===== src/rtl/pip_pkg.sv =====
// types and constants shared by the palette index packer
`default_nettype none

package pip_pkg;

  localparam int unsigned PAL_SLOTS = 4;
  localparam int unsigned SLOT_W    = 2;
  localparam int unsigned COLOUR_W  = 32;
  localparam int unsigned COUNT_W   = 3;

  // result kinds
  localparam logic [1:0] KIND_BYTE    = 2'd0;
  localparam logic [1:0] KIND_PALETTE = 2'd1;
  localparam logic [1:0] KIND_ERROR   = 2'd2;

  // register indexes
  localparam logic REG_FIRST_TRANSPARENT = 1'b0;

  typedef struct packed {
    logic [COLOUR_W-1:0] pixel_colour;
    logic                pixel_last;
  } in_item_t;

  typedef struct packed {
    logic [1:0]          result_kind;
    logic [7:0]          packed_byte;
    logic [SLOT_W-1:0]   palette_slot;
    logic [COLOUR_W-1:0] palette_colour;
    logic                result_last;
  } out_item_t;

  typedef logic [PAL_SLOTS-1:0][COLOUR_W-1:0] palette_t;

  // results caused by one pixel, handed from the packer to the emitter
  typedef struct packed {
    logic       has_byte;
    logic [7:0] byte_val;
    logic       has_error;
    logic       has_palette;
    palette_t   colours;
  } job_t;

endpackage

`default_nettype wire


===== src/rtl/pip_pack.sv =====
// palette lookup, index packing and per-image state
`default_nettype none

module pip_pack (
  input  wire logic             clk,
  input  wire logic             rst,
  input  wire logic             fire,
  input  wire pip_pkg::in_item_t item,
  input  wire logic             first_transparent,
  output pip_pkg::job_t         job
);

  logic                                  image_open;
  logic                                  slot0_reserved;
  logic [pip_pkg::COUNT_W-1:0]           colour_count;
  pip_pkg::palette_t                     palette_store;
  logic [7:0]                            pack_accumulator;
  logic [1:0]                            pack_position;
  logic                                  failed_flag;

  logic                                  image_open_next;
  logic                                  slot0_reserved_next;
  logic [pip_pkg::COUNT_W-1:0]           colour_count_next;
  pip_pkg::palette_t                     palette_store_next;
  logic [7:0]                            pack_accumulator_next;
  logic [1:0]                            pack_position_next;
  logic                                  failed_flag_next;

  always_comb begin
    logic                        res0;
    logic [pip_pkg::COUNT_W-1:0] cnt0;
    pip_pkg::palette_t           pal0;
    logic [7:0]                  acc0;
    logic [1:0]                  pos0;
    logic                        fail0;
    logic                        found;
    logic [1:0]                  idx;
    logic                        err;
    logic                        add_new;
    logic [7:0]                  new_acc;
    logic                        full;
    logic                        ok;

    // first pixel of an image starts from cleared state, with slot 0 held back when first_transparent is set
    res0  = image_open ? slot0_reserved : first_transparent;
    cnt0  = image_open ? colour_count : {{(pip_pkg::COUNT_W-1){1'b0}}, first_transparent};
    pal0  = image_open ? palette_store : '0;
    acc0  = image_open ? pack_accumulator : 8'd0;
    pos0  = image_open ? pack_position : 2'd0;
    fail0 = image_open ? failed_flag : 1'b0;

    found = 1'b0;
    idx   = 2'd0;
    for (int j = 0; j < pip_pkg::PAL_SLOTS; j++) begin
      if (!found && ((j != 0) || !res0) && (pip_pkg::COUNT_W'(j) < cnt0) &&
          (pal0[j] == item.pixel_colour)) begin
        found = 1'b1;
        idx   = pip_pkg::SLOT_W'(j);
      end
    end

    err     = !fail0 && !found && (cnt0 >= pip_pkg::COUNT_W'(pip_pkg::PAL_SLOTS));
    add_new = !fail0 && !found && !err;
    if (add_new) begin
      idx = cnt0[pip_pkg::SLOT_W-1:0];
    end
    ok = !fail0 && !err;

    // first pixel lands in bits 7:6
    new_acc = acc0 | (8'(idx) << {~pos0, 1'b0});
    full    = (pos0 == 2'd3);

    palette_store_next = pal0;
    if (add_new) begin
      palette_store_next[cnt0[pip_pkg::SLOT_W-1:0]] = item.pixel_colour;
    end
    colour_count_next   = add_new ? cnt0 + 1'b1 : cnt0;
    slot0_reserved_next = res0;
    failed_flag_next    = fail0 | err;
    if (ok) begin
      pack_accumulator_next = full ? 8'd0 : new_acc;
      pack_position_next    = pos0 + 1'b1;
    end else begin
      pack_accumulator_next = 8'd0;
      pack_position_next    = 2'd0;
    end
    image_open_next = !item.pixel_last;

    job.has_byte    = ok && (full || item.pixel_last);
    job.byte_val    = new_acc;
    job.has_error   = err;
    job.has_palette = ok && item.pixel_last;
    job.colours     = palette_store_next;
  end

  always_ff @(posedge clk) begin
    if (rst) begin
      image_open     <= 1'b0;
      slot0_reserved <= 1'b0;
      colour_count   <= '0;
      pack_position  <= 2'd0;
      failed_flag    <= 1'b0;
    end else if (fire) begin
      image_open     <= image_open_next;
      slot0_reserved <= slot0_reserved_next;
      colour_count   <= colour_count_next;
      pack_position  <= pack_position_next;
      failed_flag    <= failed_flag_next;
    end
  end

  always_ff @(posedge clk) begin
    if (fire) begin
      palette_store    <= palette_store_next;
      pack_accumulator <= pack_accumulator_next;
    end
  end

endmodule

`default_nettype wire


===== src/rtl/pip_emit.sv =====
// result register that sends the results of one pixel one transfer at a time
`default_nettype none

module pip_emit (
  input  wire logic               clk,
  input  wire logic               rst,
  input  wire logic               job_valid,
  input  wire pip_pkg::job_t      job,
  output logic                    free,
  output logic                    out_valid,
  input  wire logic               out_stall,
  output pip_pkg::out_item_t      out_item
);

  logic                      has_byte;
  logic                      has_error;
  logic                      has_palette;
  logic [7:0]                byte_val;
  pip_pkg::palette_t         colours;
  logic [pip_pkg::SLOT_W-1:0] slot;

  logic take;
  logic final_one;

  assign out_valid = has_byte | has_error | has_palette;
  assign take      = out_valid & !out_stall;

  always_comb begin
    if (has_byte) begin
      final_one = !has_palette;
    end else if (has_error) begin
      final_one = 1'b1;
    end else begin
      final_one = (slot == pip_pkg::SLOT_W'(pip_pkg::PAL_SLOTS - 1));
    end
  end

  assign free = !out_valid | (take & final_one);

  always_comb begin
    out_item = '0;
    if (has_byte) begin
      out_item.result_kind = pip_pkg::KIND_BYTE;
      out_item.packed_byte = byte_val;
    end else if (has_error) begin
      out_item.result_kind = pip_pkg::KIND_ERROR;
      out_item.result_last = 1'b1;
    end else begin
      out_item.result_kind    = pip_pkg::KIND_PALETTE;
      out_item.palette_slot   = slot;
      out_item.palette_colour = colours[slot];
      out_item.result_last    = final_one;
    end
  end

  always_ff @(posedge clk) begin
    if (rst) begin
      has_byte    <= 1'b0;
      has_error   <= 1'b0;
      has_palette <= 1'b0;
      slot        <= '0;
    end else if (free) begin
      has_byte    <= job_valid & job.has_byte;
      has_error   <= job_valid & job.has_error;
      has_palette <= job_valid & job.has_palette;
      slot        <= '0;
    end else if (take) begin
      if (has_byte) begin
        has_byte <= 1'b0;
      end else begin
        slot <= slot + 1'b1;
      end
    end
  end

  always_ff @(posedge clk) begin
    if (free && job_valid) begin
      byte_val <= job.byte_val;
      colours  <= job.colours;
    end
  end

endmodule

`default_nettype wire


===== src/rtl/palette_index_packer_2bpp.sv =====
// Packs 32-bit pixels into 2-bit palette indices, four to a byte, first pixel in bits 7:6,
// building a palette of up to four colours per image (slot 0 held back as transparent when
// first_transparent is set at the image's first pixel). A pixel is taken every clock while
// in_stall is low, and its first result is offered from the result register once the pixel
// has passed through the input register. The last pixel of an image produces up to five
// transfers (a byte and the four palette slots), one per cycle from the result register
// while out_stall is low, so the next pixel waits in the input register meanwhile.
// A fifth distinct colour gives one error transfer marked last, and the image's remaining
// pixels give nothing. first_transparent sits at byte address 0 of the APB port.
`default_nettype none

module palette_index_packer_2bpp (
  input  wire logic                clk,
  input  wire logic                rst,
  input  wire logic                in_valid,
  output logic                     in_stall,
  input  wire pip_pkg::in_item_t   in_item,
  output logic                     out_valid,
  input  wire logic                out_stall,
  output pip_pkg::out_item_t       out_item,
  input  wire logic                psel,
  input  wire logic                penable,
  input  wire logic                pwrite,
  input  wire logic [2:0]          paddr,
  input  wire logic [31:0]         pwdata,
  output logic [31:0]              prdata,
  output logic                     pready
);

  logic              first_transparent;
  logic              s0_valid;
  pip_pkg::in_item_t s0_item;
  logic              free;
  logic              fire;
  pip_pkg::job_t     job;

  assign pready = 1'b1;
  assign prdata = (paddr[2] == pip_pkg::REG_FIRST_TRANSPARENT) ?
                  {31'd0, first_transparent} : 32'd0;

  always_ff @(posedge clk) begin
    if (rst) begin
      first_transparent <= 1'b0;
    end else if (psel && penable && pwrite && pready &&
                 paddr[2] == pip_pkg::REG_FIRST_TRANSPARENT) begin
      first_transparent <= pwdata[0];
    end
  end

  // input register
  assign fire     = s0_valid & free;
  assign in_stall = s0_valid & !free;

  always_ff @(posedge clk) begin
    if (rst) begin
      s0_valid <= 1'b0;
    end else if (!in_stall) begin
      s0_valid <= in_valid;
    end
  end

  always_ff @(posedge clk) begin
    if (in_valid && !in_stall) begin
      s0_item <= in_item;
    end
  end

  pip_pack u_pack (
    .clk               (clk),
    .rst               (rst),
    .fire              (fire),
    .item              (s0_item),
    .first_transparent (first_transparent),
    .job               (job)
  );

  pip_emit u_emit (
    .clk       (clk),
    .rst       (rst),
    .job_valid (fire),
    .job       (job),
    .free      (free),
    .out_valid (out_valid),
    .out_stall (out_stall),
    .out_item  (out_item)
  );

endmodule

`default_nettype wire


===== config.mk =====
export PLATFORM = sky130hd
export DESIGN_NAME = palette_index_packer_2bpp
export DESIGN_NICKNAME = d
export VERILOG_FILES = /design/src/rtl/pip_pkg.sv /design/src/rtl/pip_pack.sv /design/src/rtl/pip_emit.sv /design/src/rtl/palette_index_packer_2bpp.sv
export SDC_FILE = /design/constraint.sdc
export NUM_CORES = 1
export LEC_CHECK = 0
export BUFFER_PORTS_ARGS = -buffer_cell sky130_fd_sc_hd__buf_2
export CAP_MARGIN = 40
export CORE_MARGIN = 2
export CORE_UTILIZATION = 25
export DETAILED_ROUTE_END_ITERATION = 10
export PLACE_DENSITY = 0.43
export SLEW_MARGIN = 5
export SYNTH_ARGS = -nofsm -noshare
export SYNTH_HDL_FRONTEND = slang
export SYNTH_SLANG_ARGS = --single-unit

===== constraint.sdc =====
create_clock -name clk -period 6.1 [get_ports clk]
set_clock_uncertainty 0.1 [all_clocks]
set_input_delay 0.305 -clock clk [delete_from_list [all_inputs] [get_ports clk]]
set_output_delay 0.305 -clock clk [all_outputs]
set_load 0.03 [all_outputs]

==> results.md <==
- CP max stage cell: buf_12
- Crit. End Element: flip-flop
- Share of cells above drive strength 1: 0.167
- Global-route wire length before repair: 61700 um
- Post-synth top cells: edfxtp_1 (177), nand2_1 (158), mux2i_1 (129)
- Initial core utilization: 0.254
- Post-synth ARST share: 0
- Initial antenna violation count: 1
- Critical path arrival: 4.61 ns
- Synthesis warning total: 0
- Hold Violations, Final: 0
- Skew-Pair Late Insertion Delay: 0.48 ns
- Die Span Y: 225 um
- CP Buf/Inv Count: 2
- DR vias/cell: 5.14
- WHS Path Cells: 3
- H-tree Lvls: 4
- Cell accounting for the most synthesized area: edfxtp_1
- Buffer count from post-CTS setup fixing: 0
- Synthesis-to-layout area growth: 15.9%
- Post-synth EDFFs: 177
- Worst Hold Path EP: s0_valid$_SDFFE_PP0N_
- Hold_sp: in_valid
- Mapped Cells: 1117
- Synthesis-stage register bit count: 192
- CP Launch Type: flip-flop
- Max-slew violation count: 0
- IO buf count: 89
- All-Layer GR Usage: 0.168
- Cts hold-fix bufs: 34
- Remaining Overflow, GRT: 0
- RSZ-0062 raised after global routing: false
- Max_slew headroom: 0.498
- Resized Gates After CTS: 0
- Setup TNS: 0 ns
- Placement Setup Slack: 1.82 ns
- Clk sinks: 192
- Top_reg_cell synth: edfxtp_1
- Achievable frequency: 228 MHz
- Period utilization: 0.720
- Clock Path Buffers: 2
- Cell Chain, Critical Path: buf_12, nor4bb_1, a2bb2oi_1, a32oi_1, nand3_1, nor3_1, nor4_1, and2_1, nand2_2, buf_4, mux2i_1
- Mapped Area: 12200 um^2
- Most common cell in the netlist: edfxtp_1
- Reg2Reg Capture Point: u_pack.palette_store[89]$_DFFE_PP_
- Fin crit period: 4.39 ns
- Drt drc: 0
- Post-Syn Area per Cell: 10.9 um^2
- Die W: 225 um
- Max incr delay on CP: 0.48 ns
- GP Congestion: 0.868
- Routed WL: 42400 um
- Detail Route Antenna Nets: 0
- Top-level I/O count: 155
- Core ar.: 47800 um^2
- Avg WL per Cell: 23.2 um
- Max-Cap Viols: 0
- Number of global-route vias before repair: 8961
- Total CTS buffers: 17
- Top cell type's share of synthesized area: 0.437
- DIE AREA: 50400 um^2
- Library cells used by synthesis: 73
- Post-synthesis sequential area ratio: 0.462
- Post-DP HPWL: 28700 um
- CP required: 6.32 ns
- Worst r2r src: u_pack.image_open$_SDFFE_PP0P_
- CTS clk-pin slew, worst paths: 0.08 ns
- Final setup viols: 0
- Number of diodes: 0
- R2R Setup Slk: 1.71 ns
- Min-delay worst type: input pin to flip-flop
- Largest net degree at the start of global routing: 159
- Pin slew with the least headroom to its limit: 0.752 ns
- CP top delay family: simple AND/OR/NAND/NOR gates
- Fill count: 4958
- CTS tree: yes
- Root buffer cell: clkbuf_16
- Lkg Pwr: 5.40 nW
- Worst vdd ir: 0.196 mV
- Reg2reg path depth: 11
- Nets: 1280
- DRT Pass-1 Iters: 5
- Critical path fanouts, max: 158
- Power Density: 234 nW/um^2
- Final setup margin: 1.71 ns
- WS Path Type: flip-flop to flip-flop
- Largest cells by area after synthesis: edfxtp_1 (44%), mux2i_1 (11%), mux4_2 (5.9%)
- Via count: 9395
- Outcome: complete, no violations
- DRT iter0 DRCs: 960
- Cell Rows: 80
[kinds of logic (layout without fill, tap and decap cells)]
logic type | count (synthesis) | in the layout | synth area share
compound gates | 178 | 178 | 0.106
mux | 162 | 162 | 0.166
fa+ha+maj | 6 | 6 | 0.00617
simple gates | 381 | 381 | 0.161
flops | 192 | 192 | 0.462
other cells | 2 | 32 | 0.000618
buf+inv | 152 | 217 | 0.0659
xor+xnor | 44 | 44 | 0.0317
[worst register-to-register path, stage by stage, from the launching register on]
cell       delay (ns)
dfxtp_4          0.38
buf_12           0.49
nor4bb_1         0.42
a2bb2oi_1        0.13
a32oi_1          0.45
nand3_1          0.30
nor3_1           0.49
nor4_1           0.16
and2_1           0.31
nand2_2          0.48
buf_4            0.31
mux2i_1          0.22
[through the flow]
step	hold slack (ns)	utilization	cell area [um^2]	instances	power, mW
after floorplan	0.304	-	12300	1147	1.97
after global placement	0.384	0.274	13100	1759	2.12
after detailed placement	0.366	0.275	13200	1761	2.13
after CTS	0.000290	0.295	14100	1827	3.33
after global routing	0.0333	0.295	14100	1827	3.43
final	0.0237	0.295	14100	1827	3.30
[layout by cell type (no fill, tap or decap), types with 13 or more instances in the layout]
master,synthesis,final
o22ai_1,21,21
nor2_1,56,54
buf_2,19,89
mux4_2,32,32
nand3_1,17,17
and2_1,46,46
inv_1,35,35
edfxtp_1,177,177
nand2_1,158,154
mux2i_1,129,129
clkbuf_16,0,18
a31oi_1,20,20
conb_1,2,32
a21oi_1,18,18
o21ai_0,34,34
nor2b_1,15,15
dlygate4sd3_1,0,34
nor4bb_1,19,19
xnor2_1,31,31
xor2_1,13,13
[registers in the layout (all words and copies together), names as in the netlist, 2 cells and up]
name                     count
u_emit.byte_val              8
s0_item                     33
u_emit.slot                  2
u_pack.pack_position         2
u_emit.colours              36
u_pack.colour_count          3
u_pack.pack_accumulator      8
u_pack.palette_store        92
[area by class of cell]
type | count | area, um^2 | share of cell area
multi-input cells | 803 | 5870 | 0.417
flip-flops and latches | 192 | 5620 | 0.399
repair buffers | 144 | 1080 | 0.0769
well taps | 615 | 769 | 0.0546
clock buffers | 22 | 495 | 0.0352
inverters | 41 | 159 | 0.0113
clock inverters | 10 | 91.3 | 0.00648
[power by group]
part / internal, mW / total, mW / switching [mW]
Clock: 0.594 / 1.17 / 0.580
Sequential: 1.52 / 1.63 / 0.106
Combinational: 0.178 / 0.490 / 0.312
[per-layer routing]
layer | GRT usage | wire [um]
met3 | 0.0303 | 2140
met4 | 0.0470 | 828
met5 | 0 | 0
met2 | 0.269 | 19800
met1 | 0.233 | 19700
[how the worst max path moves through the flow]
| stage | from | to | slack [ns] | cells after the start |
|---|---|---|---|---|
| 4_1_cts | u_pack.image_open$_SDFFE_PP0P_ | u_pack.palette_store[70]$_DFFE_PP_ | 1.81 | 11 |
| 5_1_grt | u_pack.image_open$_SDFFE_PP0P_ | u_pack.palette_store[89]$_DFFE_PP_ | 1.65 | 11 |
| 2_1_floorplan | u_emit.slot[0]$_SDFFE_PP0P_ | u_emit.byte_val[0]$_DFFE_PP_ | 0.94 | 5 |
| 3_5_place_dp | u_pack.image_open$_SDFFE_PP0P_ | u_pack.palette_store[70]$_DFFE_PP_ | 1.82 | 11 |
| 3_3_place_gp | u_pack.image_open$_SDFFE_PP0P_ | u_emit.colours[93]$_DFFE_PP_ | 1.77 | 12 |
| 6_report | u_pack.image_open$_SDFFE_PP0P_ | u_pack.palette_store[89]$_DFFE_PP_ | 1.71 | 11 |
No activity file was read; power rests on OpenSTA's default activity.
